<file path="config.mk">
export PLATFORM = sky130hd
export DESIGN_NAME = highest_averages_seat_allocation_flat
export DESIGN_NICKNAME = d
export VERILOG_FILES = /design/src/rtl/core/hasa_pkg.sv /design/src/rtl/core/hasa_if.sv /design/src/rtl/core/highest_averages_seat_allocation.sv /design/src/rtl/core/hasa_cfg_regs.sv /design/src/rtl/core/hasa_store.sv /design/src/rtl/core/hasa_ctrl.sv /design/src/flat_wrapper.sv
export SDC_FILE = /design/constraint.sdc
export NUM_CORES = 2
export LEC_CHECK = 0
export ABC_AREA = 1
export ABC_CLOCK_PERIOD_IN_PS = 6000
export BUFFER_PORTS_ARGS = -buffer_cell sky130_fd_sc_hd__buf_2
export CORE_ASPECT_RATIO = 0.7
export CORE_MARGIN = 1.5
export CORE_UTILIZATION = 59
export DETAILED_ROUTE_END_ITERATION = 10
export GPL_ROUTABILITY_DRIVEN = 0
export PLACE_DENSITY = 0.78
export SYNTH_ARGS = -nofsm -noshare
export SYNTH_HDL_FRONTEND = slang
export SYNTH_SLANG_ARGS = --single-unit
</file>
<file path="constraint.sdc">
create_clock -name clk_i -period 6 [get_ports clk_i]
set_input_delay 0.9 -clock clk_i [delete_from_list [all_inputs] [get_ports clk_i]]
set_output_delay 0.9 -clock clk_i [all_outputs]
set_load 0.005 [all_outputs]
</file>
<file path="src/rtl/core/hasa_pkg.sv">
// ----------------------------------------------------------------------------
// hasa_pkg
// Shared widths, register indexes, types and helpers of the highest-averages
// seat allocation block.
// ----------------------------------------------------------------------------
package hasa_pkg;

  localparam int unsigned MaxParties = 16;
  localparam int unsigned MaxResults = 16;
  localparam int unsigned IdxW       = $clog2(MaxParties);
  localparam int unsigned CountW     = $clog2(MaxParties + 1);
  localparam int unsigned VoteW      = 30;
  localparam int unsigned SeatW      = 10;
  localparam int unsigned TotalW     = VoteW + IdxW;
  localparam int unsigned FracW      = 16;
  localparam int unsigned DivW       = SeatW + 1;
  localparam int unsigned ProdW      = VoteW + DivW;
  localparam int unsigned BarProdW   = TotalW + FracW;
  localparam int unsigned OutIdxW    = 4;
  localparam int unsigned CfgIdxW    = 2;
  localparam int unsigned CfgDataW   = 16;

  // configuration register indexes
  localparam logic [CfgIdxW-1:0] CfgDivisorRule      = 2'd0;
  localparam logic [CfgIdxW-1:0] CfgSeatsToFill      = 2'd1;
  localparam logic [CfgIdxW-1:0] CfgThresholdFraction = 2'd2;

  typedef struct packed {
    logic             divisor_rule;
    logic [SeatW-1:0] seats_to_fill;
    logic [FracW-1:0] threshold_fraction;
  } cfg_t;

  typedef struct packed {
    logic             rd_en;
    logic [IdxW-1:0]  rd_addr;
    logic             vote_we;
    logic             seat_we;
    logic [IdxW-1:0]  wr_addr;
    logic [VoteW-1:0] vote_wdata;
    logic [SeatW-1:0] seat_wdata;
  } mem_req_t;

  typedef struct packed {
    logic [VoteW-1:0] vote;
    logic [SeatW-1:0] seats;
  } mem_rsp_t;

  typedef enum logic [2:0] {
    ST_LOAD,
    ST_BAR,
    ST_SEAT,
    ST_MUL,
    ST_CMP,
    ST_UPD,
    ST_EMIT_RD,
    ST_EMIT
  } state_e;

  // D'Hondt: s+1, Sainte-Lague: 2s+1
  function automatic logic [DivW-1:0] divisor_of(input logic rule,
                                                 input logic [SeatW-1:0] seats);
    if (rule) begin
      divisor_of = {seats, 1'b1};
    end else begin
      divisor_of = DivW'(seats) + DivW'(1);
    end
  endfunction

endpackage

</file>
<file path="src/rtl/core/hasa_if.sv">
// ----------------------------------------------------------------------------
// hasa channel interfaces
// Valid/ready channels for party items, result items and register writes.
// ----------------------------------------------------------------------------
interface hasa_in_if;
  logic                        valid;
  logic                        ready;
  logic [hasa_pkg::VoteW-1:0]  party_votes;
  logic                        last_party;

  modport source (output valid, output party_votes, output last_party, input ready);
  modport sink   (input valid, input party_votes, input last_party, output ready);
endinterface

interface hasa_out_if;
  logic                         valid;
  logic                         ready;
  logic [hasa_pkg::OutIdxW-1:0] party_index;
  logic [hasa_pkg::SeatW-1:0]   seats_won;
  logic                         last_result;

  modport source (output valid, output party_index, output seats_won,
                  output last_result, input ready);
  modport sink   (input valid, input party_index, input seats_won,
                  input last_result, output ready);
endinterface

interface hasa_cfg_if;
  logic                          valid;
  logic                          ready;
  logic [hasa_pkg::CfgIdxW-1:0]  index;
  logic [hasa_pkg::CfgDataW-1:0] data;

  modport source (output valid, output index, output data, input ready);
  modport sink   (input valid, input index, input data, output ready);
endinterface

</file>
<file path="src/rtl/core/highest_averages_seat_allocation.sv">
// ----------------------------------------------------------------------------
// highest_averages_seat_allocation
// D'Hondt / Sainte-Lague seat allocation over up to 16 loaded parties.
// ----------------------------------------------------------------------------
// Party items load at one per cycle into the vote memory. The item marked
// last_party starts allocation: the ST_BAR state computes the threshold, then
// every seat scans all loaded parties through the single read port of the
// vote/seat memories and the shared quotient compare (read, multiply,
// compare per party), then writes the winner's seat count back. Results
// follow one per loaded party in load order. Input is held off from the last
// party until the final result is taken; configuration writes are always
// accepted and belong between elections.
module highest_averages_seat_allocation (
  input  logic       clk_i,
  input  logic       rst_ni,
  hasa_in_if.sink    in_i,
  hasa_out_if.source out_o,
  hasa_cfg_if.sink   cfg_i
);
  import hasa_pkg::*;

  cfg_t     cfg;
  mem_req_t mem_req;
  mem_rsp_t mem_rsp;

  hasa_cfg_regs u_cfg_regs (
    .clk_i  (clk_i),
    .rst_ni (rst_ni),
    .cfg_i  (cfg_i),
    .cfg_o  (cfg)
  );

  hasa_store u_store (
    .clk_i (clk_i),
    .req_i (mem_req),
    .rsp_o (mem_rsp)
  );

  hasa_ctrl u_ctrl (
    .clk_i     (clk_i),
    .rst_ni    (rst_ni),
    .in_i      (in_i),
    .out_o     (out_o),
    .cfg_i     (cfg),
    .mem_req_o (mem_req),
    .mem_rsp_i (mem_rsp)
  );

endmodule

</file>
<file path="src/rtl/core/hasa_cfg_regs.sv">
// ----------------------------------------------------------------------------
// hasa_cfg_regs
// Configuration registers: divisor rule, seat count and threshold fraction.
// ----------------------------------------------------------------------------
module hasa_cfg_regs (
  input  logic            clk_i,
  input  logic            rst_ni,
  hasa_cfg_if.sink        cfg_i,
  output hasa_pkg::cfg_t  cfg_o
);
  import hasa_pkg::*;

  cfg_t cfg_q, cfg_d;

  assign cfg_i.ready = 1'b1;
  assign cfg_o       = cfg_q;

  always_comb begin
    cfg_d = cfg_q;
    if (cfg_i.valid) begin
      case (cfg_i.index)
        CfgDivisorRule:       cfg_d.divisor_rule       = cfg_i.data[0];
        CfgSeatsToFill:       cfg_d.seats_to_fill      = cfg_i.data[SeatW-1:0];
        CfgThresholdFraction: cfg_d.threshold_fraction = cfg_i.data[FracW-1:0];
        default:              cfg_d = cfg_q; // unknown index: ignore
      endcase
    end
  end

  always_ff @(posedge clk_i or negedge rst_ni) begin
    if (!rst_ni) begin
      cfg_q <= '0;
    end else begin
      cfg_q <= cfg_d;
    end
  end

endmodule

</file>
<file path="src/rtl/core/hasa_store.sv">
// ----------------------------------------------------------------------------
// hasa_store
// Vote and seat memories: one write and one registered read per cycle each,
// both read at the same address.
// ----------------------------------------------------------------------------
module hasa_store (
  input  logic               clk_i,
  input  hasa_pkg::mem_req_t req_i,
  output hasa_pkg::mem_rsp_t rsp_o
);
  import hasa_pkg::*;

  logic [VoteW-1:0] vote_mem [MaxParties];
  logic [SeatW-1:0] seat_mem [MaxParties];
  mem_rsp_t         rsp_q;

  always_ff @(posedge clk_i) begin
    if (req_i.vote_we) begin
      vote_mem[req_i.wr_addr] <= req_i.vote_wdata;
    end
    if (req_i.seat_we) begin
      seat_mem[req_i.wr_addr] <= req_i.seat_wdata;
    end
  end

  // read data holds until the next read
  always_ff @(posedge clk_i) begin
    if (req_i.rd_en) begin
      rsp_q.vote  <= vote_mem[req_i.rd_addr];
      rsp_q.seats <= seat_mem[req_i.rd_addr];
    end
  end

  assign rsp_o = rsp_q;

endmodule

</file>
<file path="src/rtl/core/hasa_ctrl.sv">
// ----------------------------------------------------------------------------
// hasa_ctrl
// Load sequencer, per-seat party scan with cross-multiplied quotient compare,
// seat write-back and result emission.
// ----------------------------------------------------------------------------
module hasa_ctrl (
  input  logic               clk_i,
  input  logic               rst_ni,
  hasa_in_if.sink            in_i,
  hasa_out_if.source         out_o,
  input  hasa_pkg::cfg_t     cfg_i,
  output hasa_pkg::mem_req_t mem_req_o,
  input  hasa_pkg::mem_rsp_t mem_rsp_i
);
  import hasa_pkg::*;

  state_e state_q, state_d;

  logic [CountW-1:0] count_q, count_d;
  logic [TotalW-1:0] total_q, total_d;
  logic [SeatW-1:0]  seat_cnt_q, seat_cnt_d;
  logic [IdxW-1:0]   idx_q, idx_d;
  logic              found_q, found_d;

  logic [TotalW-1:0] bar_q, bar_d;
  logic [IdxW-1:0]   best_idx_q, best_idx_d;
  logic [VoteW-1:0]  best_v_q, best_v_d;
  logic [SeatW-1:0]  best_s_q, best_s_d;
  logic [VoteW-1:0]  cur_v_q, cur_v_d;
  logic [SeatW-1:0]  cur_s_q, cur_s_d;
  logic [ProdW-1:0]  lhs_q, lhs_d;
  logic [ProdW-1:0]  rhs_q, rhs_d;
  logic              elig_q, elig_d;

  logic                in_fire;
  logic                out_fire;
  logic                store_ok;
  logic                idx_last;
  logic                emit_end;
  logic                seats_done;
  logic [DivW-1:0]     div_best;
  logic [DivW-1:0]     div_cur;
  logic [BarProdW-1:0] bar_prod;

  assign in_fire    = in_i.valid & in_i.ready;
  assign out_fire   = out_o.valid & out_o.ready;
  assign store_ok   = count_q < CountW'(MaxParties);
  assign idx_last   = (CountW'(idx_q) + CountW'(1)) == count_q;
  assign emit_end   = idx_last | (idx_q == IdxW'(MaxResults - 1));
  assign seats_done = seat_cnt_q == cfg_i.seats_to_fill;
  assign div_best   = divisor_of(cfg_i.divisor_rule, best_s_q);
  assign div_cur    = divisor_of(cfg_i.divisor_rule, mem_rsp_i.seats);
  assign bar_prod   = BarProdW'(total_q * cfg_i.threshold_fraction);

  // next state
  always_comb begin
    state_d = state_q;
    case (state_q)
      ST_LOAD:    if (in_fire && in_i.last_party) state_d = ST_BAR;
      ST_BAR:     state_d = ST_SEAT;
      ST_SEAT:    state_d = seats_done ? ST_EMIT_RD : ST_MUL;
      ST_MUL:     state_d = ST_CMP;
      ST_CMP:     state_d = idx_last ? ST_UPD : ST_MUL;
      ST_UPD:     state_d = ST_SEAT;
      ST_EMIT_RD: state_d = ST_EMIT;
      ST_EMIT: begin
        if (out_fire) begin
          state_d = emit_end ? ST_LOAD : ST_EMIT_RD;
        end
      end
      default:    state_d = ST_LOAD;
    endcase
  end

  // handshakes and memory requests
  always_comb begin
    in_i.ready        = 1'b0;
    out_o.valid       = 1'b0;
    out_o.party_index = OutIdxW'(idx_q);
    out_o.seats_won   = mem_rsp_i.seats;
    out_o.last_result = idx_last;
    mem_req_o         = '0;
    case (state_q)
      ST_LOAD: begin
        in_i.ready = 1'b1;
        if (in_fire && store_ok) begin
          mem_req_o.vote_we    = 1'b1;
          mem_req_o.seat_we    = 1'b1;
          mem_req_o.wr_addr    = count_q[IdxW-1:0];
          mem_req_o.vote_wdata = in_i.party_votes;
          mem_req_o.seat_wdata = '0;
        end
      end
      ST_SEAT: begin
        mem_req_o.rd_en   = !seats_done;
        mem_req_o.rd_addr = '0;
      end
      ST_MUL: begin
        // prefetch the next party while this one is multiplied
        mem_req_o.rd_en   = !idx_last;
        mem_req_o.rd_addr = idx_q + IdxW'(1);
      end
      ST_UPD: begin
        mem_req_o.seat_we    = found_q;
        mem_req_o.wr_addr    = best_idx_q;
        mem_req_o.seat_wdata = best_s_q + SeatW'(1);
      end
      ST_EMIT_RD: begin
        mem_req_o.rd_en   = 1'b1;
        mem_req_o.rd_addr = idx_q;
      end
      ST_EMIT: begin
        out_o.valid = 1'b1;
      end
      default: begin
        mem_req_o = '0;
      end
    endcase
  end

  // datapath next values
  always_comb begin
    count_d    = count_q;
    total_d    = total_q;
    seat_cnt_d = seat_cnt_q;
    idx_d      = idx_q;
    found_d    = found_q;
    bar_d      = bar_q;
    best_idx_d = best_idx_q;
    best_v_d   = best_v_q;
    best_s_d   = best_s_q;
    cur_v_d    = cur_v_q;
    cur_s_d    = cur_s_q;
    lhs_d      = lhs_q;
    rhs_d      = rhs_q;
    elig_d     = elig_q;
    case (state_q)
      ST_LOAD: begin
        if (in_fire) begin
          if (store_ok) begin
            count_d = count_q + CountW'(1);
            total_d = total_q + TotalW'(in_i.party_votes);
          end
          seat_cnt_d = '0;
        end
      end
      ST_BAR: begin
        bar_d = bar_prod[BarProdW-1:FracW];
      end
      ST_SEAT: begin
        idx_d   = '0;
        found_d = 1'b0;
      end
      ST_MUL: begin
        cur_v_d = mem_rsp_i.vote;
        cur_s_d = mem_rsp_i.seats;
        elig_d  = TotalW'(mem_rsp_i.vote) >= bar_q;
        lhs_d   = ProdW'(mem_rsp_i.vote * div_best);
        rhs_d   = ProdW'(best_v_q * div_cur);
      end
      ST_CMP: begin
        // strictly greater keeps the lower index on a tie
        if (elig_q && (!found_q || (lhs_q > rhs_q))) begin
          found_d    = 1'b1;
          best_idx_d = idx_q;
          best_v_d   = cur_v_q;
          best_s_d   = cur_s_q;
        end
        if (!idx_last) begin
          idx_d = idx_q + IdxW'(1);
        end
      end
      ST_UPD: begin
        seat_cnt_d = seat_cnt_q + SeatW'(1);
      end
      ST_EMIT: begin
        if (out_fire) begin
          if (emit_end) begin
            count_d = '0;
            total_d = '0;
          end else begin
            idx_d = idx_q + IdxW'(1);
          end
        end
      end
      default: begin
        idx_d = idx_q;
      end
    endcase
  end

  always_ff @(posedge clk_i or negedge rst_ni) begin
    if (!rst_ni) begin
      state_q    <= ST_LOAD;
      count_q    <= '0;
      total_q    <= '0;
      seat_cnt_q <= '0;
      idx_q      <= '0;
      found_q    <= 1'b0;
    end else begin
      state_q    <= state_d;
      count_q    <= count_d;
      total_q    <= total_d;
      seat_cnt_q <= seat_cnt_d;
      idx_q      <= idx_d;
      found_q    <= found_d;
    end
  end

  always_ff @(posedge clk_i) begin
    bar_q      <= bar_d;
    best_idx_q <= best_idx_d;
    best_v_q   <= best_v_d;
    best_s_q   <= best_s_d;
    cur_v_q    <= cur_v_d;
    cur_s_q    <= cur_s_d;
    lhs_q      <= lhs_d;
    rhs_q      <= rhs_d;
    elig_q     <= elig_d;
  end

endmodule

</file>
<file path="src/flat_wrapper.sv">
// flat-port wrapper written by rule: the top's interface ports become plain ports
module highest_averages_seat_allocation_flat import hasa_pkg::*;
  (clk_i, rst_ni, in_i_valid, in_i_party_votes, in_i_last_party, in_i_ready, out_o_valid, out_o_party_index, out_o_seats_won, out_o_last_result, out_o_ready, cfg_i_valid, cfg_i_index, cfg_i_data, cfg_i_ready);
  hasa_in_if in_i_i ();
  hasa_out_if out_o_i ();
  hasa_cfg_if cfg_i_i ();
  input  logic clk_i;
  input  logic rst_ni;
  input wire logic [$bits(in_i_i.valid)-1:0] in_i_valid;
  input wire logic [$bits(in_i_i.party_votes)-1:0] in_i_party_votes;
  input wire logic [$bits(in_i_i.last_party)-1:0] in_i_last_party;
  output wire logic [$bits(in_i_i.ready)-1:0] in_i_ready;
  output wire logic [$bits(out_o_i.valid)-1:0] out_o_valid;
  output wire logic [$bits(out_o_i.party_index)-1:0] out_o_party_index;
  output wire logic [$bits(out_o_i.seats_won)-1:0] out_o_seats_won;
  output wire logic [$bits(out_o_i.last_result)-1:0] out_o_last_result;
  input wire logic [$bits(out_o_i.ready)-1:0] out_o_ready;
  input wire logic [$bits(cfg_i_i.valid)-1:0] cfg_i_valid;
  input wire logic [$bits(cfg_i_i.index)-1:0] cfg_i_index;
  input wire logic [$bits(cfg_i_i.data)-1:0] cfg_i_data;
  output wire logic [$bits(cfg_i_i.ready)-1:0] cfg_i_ready;
  assign in_i_i.valid = in_i_valid;
  assign in_i_i.party_votes = in_i_party_votes;
  assign in_i_i.last_party = in_i_last_party;
  assign in_i_ready = in_i_i.ready;
  assign out_o_valid = out_o_i.valid;
  assign out_o_party_index = out_o_i.party_index;
  assign out_o_seats_won = out_o_i.seats_won;
  assign out_o_last_result = out_o_i.last_result;
  assign out_o_i.ready = out_o_ready;
  assign cfg_i_i.valid = cfg_i_valid;
  assign cfg_i_i.index = cfg_i_index;
  assign cfg_i_i.data = cfg_i_data;
  assign cfg_i_ready = cfg_i_i.ready;
  highest_averages_seat_allocation u_core (.clk_i(clk_i), .rst_ni(rst_ni), .in_i(in_i_i), .out_o(out_o_i), .cfg_i(cfg_i_i));
endmodule
</file>
Word level (Yosys, flattened, before mapping):

Memory sizes are Yosys's and may differ from the RTL's. A register that Yosys moved wholly into a read port is not among the register bits.
Index checks and enable logic that the tools add are counted.

* flip-flop bits (word level): 285
* bits in writable memories: 640
* bits of input ports: 54
* output and inout port bits: 18
* logic and storage cells: 118
* memories kept: 2

* add/subtract/negate cells: 8
* $mul: 3
* magnitude comparators: 3
* equal/unequal tests: 20
* mux-type cells: 38
* bitwise operators: 3
* reduce and logical (&&, ||, !) cells: 23

Memory list
* u_core.u_store.vote_mem: words 16, width 30, read ports 1, clocked after memory_dff 1, wr ports 1, RTL line hasa_store.sv:13 `logic [VoteW-1:0] vote_mem [MaxParties];`
* u_core.u_store.seat_mem: words 16, width 10, read ports 1, clocked after memory_dff 1, wr ports 1, RTL line hasa_store.sv:14 `logic [SeatW-1:0] seat_mem [MaxParties];`

Operator list (number)
* 2-to-1 mux 34 bit: 4
* multiplier 30 x 11 -> 41 bit: 2
* one-hot mux 34 bit (2 select lines): 1
* multiplier 34 x 16 -> 50 bit: 1
* 2-to-1 mux 46 bit: 1
* > comparator 41 bit: 1
* one-hot mux 10 bit (2 select lines): 2
* adder 34 x 30 -> 34 bit: 1
* >= comparator 30 x 34 -> 1 bit: 1
* 2-to-1 mux 30 bit: 1
* adder 10 x 1 -> 11 bit (second input constant): 2
* 2-to-1 mux 11 bit: 2
* one-hot mux 3 bit (7 select lines): 1
* adder 10 x 1 -> 10 bit (second input constant): 2
* 2-to-1 mux 5 bit: 4
* one-hot mux 5 bit (2 select lines): 2
* != test 2 bit (second input constant): 8
* 2-to-1 mux 3 bit: 5
* one-hot mux 5 bit (3 select lines): 1
* AND reduction 2 bit: 7
* == test 3 bit (second input constant): 4
* 2-to-1 mux 4 bit: 3
* one-hot mux 4 bit (3 select lines): 1
* == test 10 bit: 1
* other kinds (25): 40

Longest topological paths before layout:

* depth in word-level cells: 8
* gate-level depth with buffers: 33
* depth with buffers taken out: 32

Cells and area by module:

A second synthesis with hierarchy kept.

* cell total of the unflattened synthesis: 9435
* area total of the unflattened synthesis: 82589.2 µm²

By module, submodules not included
* hasa_ctrl: times used 1, cells an instance 6633, area each 52505.4 µm², sequential area each 7462.2 µm²
* hasa_store: times used 1, cells an instance 2677, area each 28907.7 µm², sequential area each 20419.6 µm²
* hasa_cfg_regs: times used 1, cells an instance 125, area each 1176.1 µm², sequential area each 675.6 µm²

Worst setup path before layout:

OpenSTA, ideal clock, no wires.

* path kind: flip-flop to flip-flop
* start point: reg u_core.u_ctrl.best_s_q[0]
* end point: reg u_core.u_ctrl.lhs_q[35], data pin
* setup time: 0.252 ns
* arrival time: 5.590 ns
* data required time: 5.748 ns
* slack: 0.157 ns
* cell stages (with the launch flop): 27
* path buffers: 1
* clock period less this slack: 5.843 ns
* path through: edfxtp_1 > ha_1 > nand2_1 > nor2_1 > nand4_1 > nand3_1 > nand2_1 > inv_1 > clkbuf_1 > nor2_1 > fa_1 > inv_1 > fa_1 > inv_1 > fa_1 > fa_1 > fa_1 > ha_1 > nand2_1 > o21ai_0 > a21oi_1 > o21ai_0 > nand2_1 > nand2_1 > nand2_1 > nand3_1 > nand2_1

* cells in the longest elaborated chain, start to end: 3

RTL lines
* from (decl): RTL line hasa_ctrl.sv:28 `logic [SeatW-1:0] best_s_q, best_s_d;`
* from (signal assigned): RTL line hasa_ctrl.sv:214 `best_s_q <= best_s_d;`
* adder 10 x 1 -> 11 bit: RTL line hasa_pkg.sv:66 `divisor_of = DivW'(seats) + DivW'(1);`
* 2-to-1 mux 11 bit *: RTL line hasa_pkg.sv:63 `if (rule) begin`
* multiplier 30 x 11 -> 41 bit *: RTL line hasa_ctrl.sv:158 `lhs_d = ProdW'(mem_rsp_i.vote * div_best);`
* to (signal assigned): RTL line hasa_ctrl.sv:217 `lhs_q <= lhs_d;`
* to (decl): RTL line hasa_ctrl.sv:31 `logic [ProdW-1:0] lhs_q, lhs_d;`

Mark *: on every way between the ends. The rest lies on a longest branch, timed or not.
A chain may end at the register's enable or synchronous reset.

Final worst setup path:

* start point: reg u_core.u_ctrl.best_s_q[1]
* end point: reg u_core.u_ctrl.lhs_q[30], data pin

Same word-level chain as after synthesis.

==> results_dict.tcl <==
set metrics [dict create \
    regArea_um2 28600 \
    cts_buffers 90 \
    setup_tns_ns -4.93 \
    ys_seq_area_share_pct 35.9 \
    synth_enable_flop_cells 881 \
    syn_area_per_cell_um2 9.43 \
    yosys.cell_types.count 57 \
    dpl.hpwl_mm 169 \
    synth_nets 9826 \
    required_ns 6.44 \
    relSlewSlack_pct 12.4 \
    violations "design-rule violations, negative setup slack" \
    crit_type "reg2reg" \
    skew_ns 0.0589 \
    routed_wl_mm 244 \
    first_global_vias 62606 \
    async_reset_ff_share_pct 8.70 \
    outcome "finished with violations" \
    vias 64128 \
    boundaryPins 72 \
    core_um2 134000 \
    drv_slew 0 \
    drv_cap 0 \
    drcViolationCount 44 \
    netlist_instances 8441 \
    viasPerCell 6.10 \
    dr.pass1.iters 11 \
    min_path_type "in2reg" \
    start_util_pct 59.6 \
    multi_input_area_um2 46400 \
    final_util_pct 67.8 \
    cp-end-kind "flop" \
    h-tree-depth 3 \
    dieArea_um2 137000 \
    grt_max_degree 263 \
    globalRouteOverflowTotal 0 \
    num-fill-cells 9240 \
    grtUsageTotal_pct 33.5 \
    fmax_ghz 0.156 \
    grt_first_pass_wirelength_mm 353 \
    clockBufferDepth 3 \
    fin_nets 10049 \
    cts_root_buffer "clkbuf_16" \
    drive_gt1_share_pct 14.5 \
    ys_ff_latch 965 \
    die_y_um 310 \
    cts.reportedPaths.clkPinSlew_ns 0.07 \
    synth_ff_type "edfxtp_1" \
    startpoint_type "flop" \
    whs_ns 0.404 \
    dpl_worst_slack_ns -0.154 \
    syn_to_final_growth_pct 13.8 \
    min_period_ns 6.39 \
    worst_slew_pin_slew_ns 1.30 \
    row_count 112 \
    rsz0062_at_grt "yes" \
    clock_latency_ns 0.73 \
    ff2ff_setup_slack_ns -0.39 \
    hold_viol 0 \
    cts_tree "yes" \
    ant_nets 0 \
    ys_warn_count 0 \
    setup_ws_ns -0.394 \
    cts.sinks 965 \
    drtIter0Drc 9331 \
    period_share_pct 107 \
    final-setup-viol-count 33 \
    die_width_um 442 \
    numPortBuffers 70 \
    wl_per_cell_um 23.2 \
    grt_antenna_before_repair 5 \
    crit_fanout 6 \
    critPathArrivalTime_ns 6.83 \
    synthesis.area_um2 79600 \
]
## metal layers
layer  vias up  wire, um  track usage, %
met3       995     38700            11.5
met2      5046    104000            49.1
met4        12     11700            11.6
li1      27130         -               -
met5         -       332           0.207
met1     30945     89900            46.8
## area by class of cell
cell class                 count  share of cell area (%)
multi-input combinational   5576                    51.3
sequential                   965                    31.6
inverter                    1511                    6.30
timing repair buffer         519                    5.13
clock buffer                 108                    2.58
tap                         1767                    2.44
clock inverter                57                   0.670
antenna                        9                  0.0249
timing repair inverter         1                 0.00829
## cell usage in the layout, fill, tap and decap left out, types with 19 or more instances in the layout
master     instances
or2_0             49
xor2_1            64
or2_2             39
nor2_1           682
fa_2              34
edfxtp_1         881
buf_6             19
nand2_1         1723
dfrtp_1           52
o21ai_2           25
xnor2_1           41
dfrtp_2           28
inv_2             49
nor3_1            27
buf_4            366
ha_1             317
a21oi_1          148
nand2_4           19
nand4_1           37
ha_4              57
inv_1           1450
buf_12            51
nor2_2            66
nor2_4            44
a21oi_2           62
a21o_1            24
o21ai_1           50
clkinv_1          23
nand3_1          217
o211ai_1         327
clkbuf_16        101
or2_1             92
o21ai_0          256
nand2_2           65
fa_1             914
buf_2             69
## sequential cells by signal, indices dropped and copies added, names as in the netlist
signal,flops
u_core.u_ctrl.count_q,5
u_core.u_ctrl.best_v_q,30
u_core.u_cfg_regs.cfg_o,27
u_core.u_store.rsp_o,40
u_core.u_ctrl.total_q,34
u_core.u_ctrl.cur_s_q,10
u_core.u_ctrl.rhs_q,41
u_core.u_ctrl.best_s_q,10
u_core.u_ctrl.seat_cnt_q,10
u_core.u_ctrl.lhs_q,41
u_core.u_ctrl.found_q,1
u_core.u_ctrl.state_q,3
u_core.u_store.vote_mem,480
u_core.u_ctrl.elig_q,1
u_core.u_ctrl.out_o.party_index,4
u_core.u_store.seat_mem,160
u_core.u_ctrl.bar_q,34
u_core.u_ctrl.cur_v_q,30
u_core.u_ctrl.best_idx_q,4
## kinds of logic after synthesis
group           after synthesis  synth area share (%)
fa+ha+maj                  1331                  29.9
compound gates              988                  7.58
other cells                   1               0.00471
flops                       965                  35.9
simple gates               3130                  16.1
buf+inv                    1900                  9.20
xor+xnor                    118                  1.30
mux                           8                 0.112
## cells in the mapped netlist (all sizes together) (22+ instances only)
library cell  count  share of area (%)
nand2          1811                8.6
inv            1506                7.1
fa              948                 24
edfxtp          881                 33
nor2            792                3.8
ha              383                6.0
o21ai           336                2.1
o211ai          327                3.1
clkbuf          242                1.1
nand3           233                1.5
a21oi           224                1.4
or2             180                1.4
buf             147               0.93
dfrtp            84                2.6
xor2             75               0.83
nor3             49               0.32
xnor2            43               0.47
nand4            37               0.29
a21o             24               0.23
o21bai           22               0.21
## what timing repair did
item,in CTS,in global routing
buffers inserted,5,83
pin swaps,4,172
setup endpoints to repair,43,90
gates resized for setup,48,705
endpoints found under the hold margin,9,0
gates cloned,1,16
hold buffers,1,0
## path summary, 6_finish.rpt
path	start	cells past startpoint	endpoint
max	u_core.u_ctrl.best_s_q[1]	27	u_core.u_ctrl.lhs_q[30]
min	cfg_i_data[13]	2	u_core.u_cfg_regs.cfg_o[13]
max reg2reg	u_core.u_ctrl.best_s_q[1]	27	u_core.u_ctrl.lhs_q[30]
min reg2reg	u_core.u_ctrl.cur_v_q[22]	0	u_core.u_ctrl.best_v_q[22]
max in group asynchronous	rst_ni	3	u_core.u_ctrl.total_q[9]
min in group asynchronous	rst_ni	2	u_core.u_ctrl.count_q[1]
## per-stage QoR
step                      area (um2)  instances
after floorplan                79600       8441
after global placement         83700      10234
after detailed placement       83700      10234
after CTS                      86900      10406
after global routing           90500      10504
final                          90600      10513
## critical path: stages, from the launching register on
cell	delay, ns
edfxtp_1	0.40
buf_6	0.12
nand2_4	0.05
nor3_4	0.24
nand4_1	0.18
nor2_1	0.20
xnor2_1	0.17
nand2_1	0.13
nand2_4	0.12
buf_12	0.14
buf_12	0.12
nor2_1	0.08
fa_1	0.47
inv_1	0.11
fa_1	0.44
fa_1	0.59
fa_1	0.46
fa_1	0.54
inv_2	0.05
ha_4	0.27
a21o_1	0.24
a21oi_4	0.26
nor2_2	0.07
nor2_2	0.22
nand3_2	0.14
nand2_1	0.08
nand2_1	0.06
xor2_1	0.16
Power is left out: the tool's default activity adds up to more than one toggle a clock period on the data nets, which glitch-free logic cannot reach.
